==> src/weo_pkg.sv <==
// Shared types and constants for the wheel encoder odometry block.
// Used by weo_track, weo_scale and wheel_encoder_odometry_top; no dependencies.
`timescale 1ns / 1ps
`default_nettype none

package weo_pkg;

   localparam int GAIN_BITS      = 24;
   localparam int OUT_BITS       = 48;
   localparam int POS_BITS       = 32;
   localparam int CSR_INDEX_BITS = 2;

   localparam logic [GAIN_BITS-1:0] DIST_GAIN_RESET = 24'd2107;
   localparam logic [GAIN_BITS-1:0] TURN_GAIN_RESET = 24'd81047;

   typedef enum logic [CSR_INDEX_BITS-1:0] {
      CSR_DIST_GAIN_SIM  = 2'd0,
      CSR_DIST_GAIN_REAL = 2'd1,
      CSR_TURN_GAIN_SIM  = 2'd2,
      CSR_TURN_GAIN_REAL = 2'd3
   } csr_index_type;

   typedef struct packed {
      logic primed;
      logic rezero;
      logic mode;
   } track_status_type;

endpackage

`default_nettype wire

==> src/weo_track.sv <==
// Wheel tracking state: previous counts, position accumulators, mode and primed flags.
// Unwraps the per-wheel delta and saturates the accumulators; uses weo_pkg.
`timescale 1ns / 1ps
`default_nettype none

module weo_track
   import weo_pkg::*;
#(
   parameter int COUNT_BITS = 16,
   parameter int ACC_BITS   = 32
) (
   input  wire                          clock,
   input  wire                          reset,
   input  wire                          enable,
   input  wire        [COUNT_BITS-1:0]  count_left,
   input  wire        [COUNT_BITS-1:0]  count_right,
   input  wire                          mode,
   input  wire                          zero_req,
   output logic signed [ACC_BITS-1:0]   acc_left,
   output logic signed [ACC_BITS-1:0]   acc_right,
   output track_status_type             status
);

   localparam int EW = ((ACC_BITS > COUNT_BITS) ? ACC_BITS : COUNT_BITS) + 1;

   logic        [COUNT_BITS-1:0] prev_left_ff, prev_right_ff;
   logic signed [ACC_BITS-1:0]   acc_left_ff, acc_right_ff;
   logic signed [ACC_BITS-1:0]   acc_left_in, acc_right_in;
   logic                         last_mode_ff, primed_ff;
   logic                         rezero;

   function automatic logic signed [ACC_BITS-1:0] step_acc(
      input logic        [COUNT_BITS-1:0] cur,
      input logic        [COUNT_BITS-1:0] prev,
      input logic signed [ACC_BITS-1:0]   acc
   );
      logic signed [COUNT_BITS-1:0] delta;
      logic signed [EW-1:0]         total;
      logic        [EW-ACC_BITS:0]  top_bits;
      delta    = cur - prev;
      total    = EW'(acc) + EW'(delta);
      top_bits = total[EW-1:ACC_BITS-1];
      if (&top_bits || ~|top_bits) begin
         return total[ACC_BITS-1:0];
      end else if (total[EW-1]) begin
         return {1'b1, {(ACC_BITS-1){1'b0}}};
      end else begin
         return {1'b0, {(ACC_BITS-1){1'b1}}};
      end
   endfunction

   assign rezero = !primed_ff || (mode != last_mode_ff) || zero_req;

   always_comb begin
      if (rezero) begin
         acc_left_in  = '0;
         acc_right_in = '0;
      end else begin
         acc_left_in  = step_acc(count_left, prev_left_ff, acc_left_ff);
         acc_right_in = step_acc(count_right, prev_right_ff, acc_right_ff);
      end
   end

   always_ff @(posedge clock) begin
      if (reset) begin
         prev_left_ff  <= '0;
         prev_right_ff <= '0;
         acc_left_ff   <= '0;
         acc_right_ff  <= '0;
         last_mode_ff  <= 1'b0;
         primed_ff     <= 1'b0;
      end else if (enable) begin
         prev_left_ff  <= count_left;
         prev_right_ff <= count_right;
         acc_left_ff   <= acc_left_in;
         acc_right_ff  <= acc_right_in;
         last_mode_ff  <= mode;
         primed_ff     <= 1'b1;
      end
   end

   assign acc_left      = acc_left_ff;
   assign acc_right     = acc_right_ff;
   assign status.primed = primed_ff;
   assign status.rezero = rezero;
   assign status.mode   = last_mode_ff;

endmodule

`default_nettype wire

==> config.mk <==
export PLATFORM = sky130hd
export DESIGN_NAME = weo_track
export DESIGN_NICKNAME = d
export VERILOG_FILES = /design/src/weo_pkg.sv /design/src/weo_track.sv
export SDC_FILE = /design/constraint.sdc
export NUM_CORES = 1
export LEC_CHECK = 0
export BUFFER_PORTS_ARGS = -buffer_cell sky130_fd_sc_hd__buf_2
export CORE_UTILIZATION = 55
export CTS_BUF_LIST = sky130_fd_sc_hd__clkbuf_4
export CTS_CLUSTER_DIAMETER = 40
export DETAILED_ROUTE_END_ITERATION = 12
export PLACE_DENSITY = 0.85
export SLEW_MARGIN = 10
export SYNTH_ARGS = -nofsm -noshare
export SYNTH_HDL_FRONTEND = slang
export SYNTH_SLANG_ARGS = --single-unit
==> constraint.sdc <==
create_clock -name clock -period 7.7 [get_ports clock]
set_input_delay 0.385 -clock clock [delete_from_list [all_inputs] [get_ports clock]]
set_output_delay 0.385 -clock clock [all_outputs]
set_load 0.02 [all_outputs]
==> results of run 1 <==
==> layout make-up <==
type                            count  share of cell area [%]
Clock buffer                       11                   0.908
Multi-Input combinational cell    843                    65.7
Timing Repair Buffer              108                    6.11
Tap cell                          184                    2.53
Clock inverter                      5                   0.234
Sequential cell                    98                    21.6
Inverter                           70                    2.89
==> cells by family (layout without fill, tap and decap cells) <==
group                      count (synthesis)  count (layout)  synth area share [%]
and+or+nand+nor                          294             294                  15.6
AOI/OAI and AO/OA                        332             332                  27.3
buffers and inverters                    107             194                  5.50
xor gates and xnor gates                  78              78                  8.14
DFF                                       98              98                  23.4
muxes                                     33              33                  3.94
adders and majority gates                106             106                  16.2
==> report_power, final <==
group	internal, uW	switching [uW]	total, uW
combinational	230	334	564
clock	69.9	178	248
sequential	524	12.0	536
==> how the worst max path moves through the flow <==
stage          slack, ps                        end
6_report             920  acc_left[15]$_SDFFE_PP0P_
5_1_grt              380   acc_left[0]$_SDFFE_PP0P_
4_1_cts              930   acc_left[0]$_SDFFE_PP0P_
3_5_place_dp         870   acc_left[0]$_SDFFE_PP0P_
3_3_place_gp        1060   acc_left[0]$_SDFFE_PP0P_
2_1_floorplan       2160   acc_left[0]$_SDFFE_PP0P_
==> cell usage in the layout (no fill, tap or decap), types with 10 or more instances in the layout <==
cell,synthesis,final
nand2_1,105,105
nor2_1,104,103
ha_1,102,102
buf_2,5,102
dfxtp_1,98,98
a21oi_1,77,77
inv_1,69,69
o21ai_0,58,58
a21o_1,53,53
xnor2_1,50,50
mux2i_1,33,33
a21oi_2,30,30
xor2_1,28,27
nand3_1,14,14
nor2b_1,11,11
clkbuf_4,0,11
nor3_1,10,10
and3_1,10,10
o21bai_1,10,10
nand2b_1,10,10
==> metal layers <==
metal,vias to the layer above,routed length (um),track usage (%)
met5,-,0,0
met4,0,352,7.46
met3,24,784,3.68
met1,3570,8380,28.2
li1,3865,-,-
met2,171,9420,44.1
==> registers in the layout (all words and copies together), names as in the netlist <==
name and flops:
primed_ff 1, acc_left 32, prev_left_ff 16, prev_right_ff 16, acc_right 32, last_mode_ff 1
==> stage by stage <==
stage / total power, uW / area [um^2] / worst slack [ps] / hold WS (ps) / instances
floorplan: 994 / 8390 / 2160 / 449 / 1048
global placement: 1090 / 8990 / 1060 / 461 / 1303
detailed placement: 1110 / 8990 / 874 / 474 / 1303
CTS: 1360 / 9090 / 932 / 108 / 1319
global route: 1450 / 9090 / 380 / 119 / 1319
finish: 1350 / 9090 / 918 / 143 / 1319
==> critical path: stages (launching register included) <==
cell and delay [ps]:
dfxtp_1 400, inv_1 50, ha_1 250, nor2b_1 120, o21ai_0 190, a21boi_0 140
o21ai_0 250, a21oi_1 130, a41o_1 270, o41ai_1 490, o21ai_0 280, nor4_1 250
a311o_1 740, ha_1 440, a21o_1 210, a21o_1 190, a2111o_1 400, a31oi_1 160
o21a_2 150, o21bai_2 80, o211a_1 230, or3_1 760, a21o_2 370, a21oi_1 130
==> parameters.txt, run 1 <==
Parameter                              Value

Hold path
  Hold path startpoint ... count_right[13]
  Count of cells along the worst hold path ... 3
  Endpoint of the worst hold-timing path ... prev_right_ff[13]$_SDFFE_PP0P_
  Class of the tightest hold or removal check ... input port to flip-flop

Finish
  Antenna fix cells ... 0
  Core Util, Final ... 61.9%
  Nets@finish ... 1273
  Storage cell area ... 1960 um^2
  Number of fillers in the final layout ... 1329
  Fraction of final layout cells with drive strength greater than 1 ... 15.3%
  Area taken by multi-input logic gates ... roughly 6000 um^2
  Area Growth Syn to Fin ... 8.35%

Detailed routing
  Final routed wire length divided by cell count ... 14.4 um
  Vias post-DR ... 7630
  Via count normalized by instance count ... 5.78
  DR DRC count ... 9
  Detailed router's first-iteration violation count ... 457
  Final wirelength ... about 19000 um
  Residual antenna-violating net count after detailed routing ... 0
  First-pass detailed-route iteration total ... 9

Placement
  DPL Wire Length ... 14100 um
  GPL Wtd Cong ... ~0.92
  IO Port Bufs ... a little over 100

Logic synthesis
  Synth top area cells ... dfxtp_1 (23%), ha_1 (15%), xnor2_1 (5.2%)
  Post-synth top cells ... nand2_1 (105), nor2_1 (104), ha_1 (102)
  Syn Area/Cell ... 8.01 um^2
  Fraction of the yosys area taken by sequential cells ... approximately a quarter
  Number of distinct standard cells referenced by the synthesized netlist ... 80
  Most frequent cell after synthesis ... nand2_1
  EDFF count, synth ... 0
  Number of cells produced by synthesis ... 1048
  Yosys Warn Count ... 0
  Async set-or-reset flop fraction in the synthesized netlist ... 0%
  Post-synth top area share ... 23.4%
  Most used flip-flop cell after synthesis ... dfxtp_1
  Dominant cell type by area after synthesis ... dfxtp_1
  Post-synthesis register bit count ... 98
  Post-synth design cell area ... 8390 um^2
  Synthesized Nets ... 1191

Timing
  Share of the cycle needed by the critical path after routing ... 88.1%
  Pin slew with the least headroom to its limit ... 1130 ps
  Final total negative setup slack ... 0 ps
  Total setup violations reported at the end of the flow ... 0
  Setup repair after global routing missed its margin ... no
  Final hold viol count ... 0
  Pins Over Slew Limit ... 0
  Fin crit period ... 6780 ps
  Maximum clock frequency ... 0.147 GHz
  Slew headroom ... 24.4%
  Worst clock skew ... ~22 ps

Setup path
  Crit path required time ... 8110 ps
  Slack of the worst reg-to-reg path ... 920 ps
  Signal arrival time at the worst endpoint ... 7190 ps
  Setup crit start kind ... flip-flop
  Worst-path maximum fanout ... 31
  Critical path start-end classification ... flip-flop to flip-flop
  Critical Path Sink Type ... flip-flop
  End of the worst register-to-register path ... acc_left[15]$_SDFFE_PP0P_
  Critical path origin ... prev_left_ff[1]$_SDFFE_PP0P_
  Startpoint of the worst-slack reg-to-reg timing path ... prev_left_ff[1]$_SDFFE_PP0P_
  Path depth of the worst reg2reg path ... 23

CTS
  Max clock buf depth ... 2
  H-Tree Depth ... 3
  CTS Hold Buffers Added ... 0
  Count of cells resized by post-cts repair ... 0
  CTS buffer count ... 9
  CTS tree ... built
  Worst-Skew Late Latency ... between 400 and 500 ps
  Clock input transition at the sequential cells of the worst setup and hold paths ... 160 ps
  Number of clock sinks ... 98
  Setup repair bufs after CTS ... 0
  Cell chosen for the clock root ... clkbuf_4

Floorplanning
  Die ar. ... roughly 16000 um^2
  Std cell rows ... 44
  Starting Density ... 57.1%
  # IOs ... roughly 100
  Vertical extent of the die ... roughly 130 um
  Std-Cell Core Area ... between 10000 and 15000 um^2
  Die X ... 126 um

GRT
  Largest net degree at the start of global routing ... a little over 80
  Global-route wire length before repair ... around 31000 um
  Overall fraction of global-route tracks in use ... 23.9%
  Remaining global-route overflow ... 0
  Vias in the first global route ... 6948
  Antenna violations before repair ... 0

Power
  Leakage component of the power ... 0.00431 uW
  Power density over the cells ... 148 nW/um^2
  Max VDD drop ... about 0.00011 V

Run status
  Failing checks ... design-rule violations
  Outcome ... finished with violations

Flow run
  Max Cap Viol ... 0
Power figures use the tool's default switching activity.
==> run 2: changes to the inputs <==
Settings changed: CELL_PAD_IN_SITES_DETAIL_PLACEMENT set to 0, CELL_PAD_IN_SITES_GLOBAL_PLACEMENT set to 2, CORE_UTILIZATION 55 to 36, PLACE_DENSITY 0.85 to 0.92.
==> parameters.txt, run 2 (synthesis gave the netlist of run 1 again) <==
Parameter                              Value

Run status
  Outcome ... finished, final reports clean

Hold path
  Class of the tightest hold or removal check ... input port to flip-flop

Placement
  GPL Wtd Cong ... 0.856
  Pre-CTS setup slack ... 798 ps
  Placed cell count ... 1433
  DPL Wire Length ... between 15000 and 20000 um
  IO Port Bufs ... just over 100

GRT
  Overall fraction of global-route tracks in use ... ~18%
  Vias in the first global route ... 7192
  Remaining global-route overflow ... 0
  Largest net degree at the start of global routing ... 49
  Global-route wire length before repair ... between 30000 and 40000 um
  Antenna violations before repair ... 0

Power
  Leakage component of the power ... roughly 0.0043 uW
  Max VDD drop ... 0.0000705 V
  Share of total power in sequential cells ... 38.5%
  Combinational fraction of design power ... 40.8%
  Switching power total ... roughly 540 uW
  Design internal power ... 851 uW
  Clock power share ... between 20% and 30%
  Switching share of power ... 38.9%
  Power density over the cells ... between 100 and 150 nW/um^2

Timing
  Share of the cycle needed by the critical path after routing ... 88.4%
  Setup repair after global routing missed its margin ... no
  Worst clock skew ... 13.5 ps
  Final total negative setup slack ... 0 ps
  Final worst hold slack ... 147 ps
  Maximum clock frequency ... 0.147 GHz
  Fin crit period ... 6810 ps
  Final Worst Setup Slack ... 892 ps
  Slew headroom ... 25.9%
  Final hold viol count ... 0
  Total setup violations reported at the end of the flow ... 0
  Pin slew with the least headroom to its limit ... ~1100 ps
  Pins Over Slew Limit ... 0

Floorplanning
  Starting Density ... 36.8%
  # IOs ... 104
  Std-Cell Core Area ... 22800 um^2
  Std cell rows ... 55
  Vertical extent of the die ... 155 um
  Die ar. ... 23900 um^2
  Die X ... 155 um

CTS
  Worst-Skew Late Latency ... 480 ps
  Max clock buf depth ... 2
  H-Tree Depth ... 3
  Clock input transition at the sequential cells of the worst setup and hold paths ... ~160 ps
  CTS buffer count ... 9
  Setup repair bufs after CTS ... 0
  Cell chosen for the clock root ... clkbuf_4
  CTS tree ... built
  CTS Hold Buffers Added ... 0
  Number of clock sinks ... 98
  Count of cells resized by post-cts repair ... 0

Finish
  Number of fillers in the final layout ... 2398
  Most common library cell in the layout ignoring fill and taps ... nand2_1
  Antenna fix cells ... 0
  Core Util, Final ... 40.8%
  Fraction of final layout cells with drive strength greater than 1 ... 15.6%
  Nets@finish ... 1274
  Final instance count without filler cells ... 1448
  Area Growth Syn to Fin ... 10.7%
  Most frequent cells in the layout ... nand2_1 (105), nor2_1 (103), ha_1 (102), buf_2 (102), dfxtp_1 (98)

Setup path
  Setup crit start kind ... flip-flop
  Worst-path maximum fanout ... 31
  Critical Path Sink Type ... flip-flop
  Critical path start-end classification ... flip-flop to flip-flop
  Cell repeated most along the worst path ... o21ai_0
  Largest stage delay, worst path ... 740 ps
  Slowest cell on the critical path ... or3_1
  List of cells traversed by the critical path ... inv_1 -> ha_1 -> nor2b_1 -> o21ai_0 -> a21boi_0 -> o21ai_0 -> a21oi_1 -> a41o_1 -> o41ai_1 -> o21ai_0 -> nor4_1 -> a311o_1 -> ha_1 -> a21o_1 -> a21o_1 -> a2111o_1 -> a31oi_1 -> o21a_2 -> o21bai_2 -> o211a_1 -> or3_1 -> a21o_2 -> a21oi_1
  Slack of the worst reg-to-reg path ... 890 ps
  Crit path required time ... 8130 ps
  Signal arrival time at the worst endpoint ... roughly 7200 ps

Detailed routing
  Residual antenna-violating net count after detailed routing ... 0
  Final wirelength ... 21000 um
  DR DRC count ... 0
  First-pass detailed-route iteration total ... 4
  Final routed wire length divided by cell count ... 14.5 um
  Vias post-DR ... around 7400
  Via count normalized by instance count ... 5.13
  Detailed router's first-iteration violation count ... around 280

Flow run
  Max Cap Viol ... 0
run 2: per-stage QoR:
step	power (uW)	instance area (um^2)
2_1_floorplan	994	8390
3_3_place_gp	1120	9170
3_5_place_dp	1120	9170
4_1_cts	1420	9290
5_1_grt	1500	9290
6_report	1390	9290
run 2: per-layer routing:
metal  vias up  GRT usage, %  wire length, um
li1       3879             -                -
met3        11          3.14              706
met5         -             0                0
met4         0          3.63              199
met2       102          32.9            10400
met1      3431          21.6             9680
run 2: final cells by class:
type	instances	area, um^2	share of cell area (%)
Clock inverter	6	58.8	0.633
Multi-Input combinational cell	843	5990	64.4
Tap cell	313	392	4.21
Inverter	70	263	2.83
Sequential cell	98	1960	21.1
Timing Repair Buffer	109	563	6.06
Clock buffer	9	67.6	0.727
run 2: power groups by stage:
stage,combinational (uW),clock [uW],sequential (uW)
final,568,288,537
after global routing,639,321,540
after CTS,573,308,537
after detailed placement,570,0,548
after global placement,569,0,547
after floorplan,441,0,553
run 2: final timing paths:
check / end / start / cells past startpoint
worst max-delay path: acc_left[15]$_SDFFE_PP0P_ / prev_left_ff[1]$_SDFFE_PP0P_ / 23
worst max register to register: acc_left[15]$_SDFFE_PP0P_ / prev_left_ff[1]$_SDFFE_PP0P_ / 23
worst min register to register: acc_right[25]$_SDFFE_PP0P_ / acc_right[25]$_SDFFE_PP0P_ / 2
worst min-delay path: prev_right_ff[3]$_SDFFE_PP0P_ / count_right[3] / 3
run 2: worst max-delay path: cells and delay by family (launching register included):
family,cells,cell delay (ps)
compound gates,17,4420
fa+ha+maj,2,700
buf+inv,1,60
flops,1,430
simple gates,3,1070
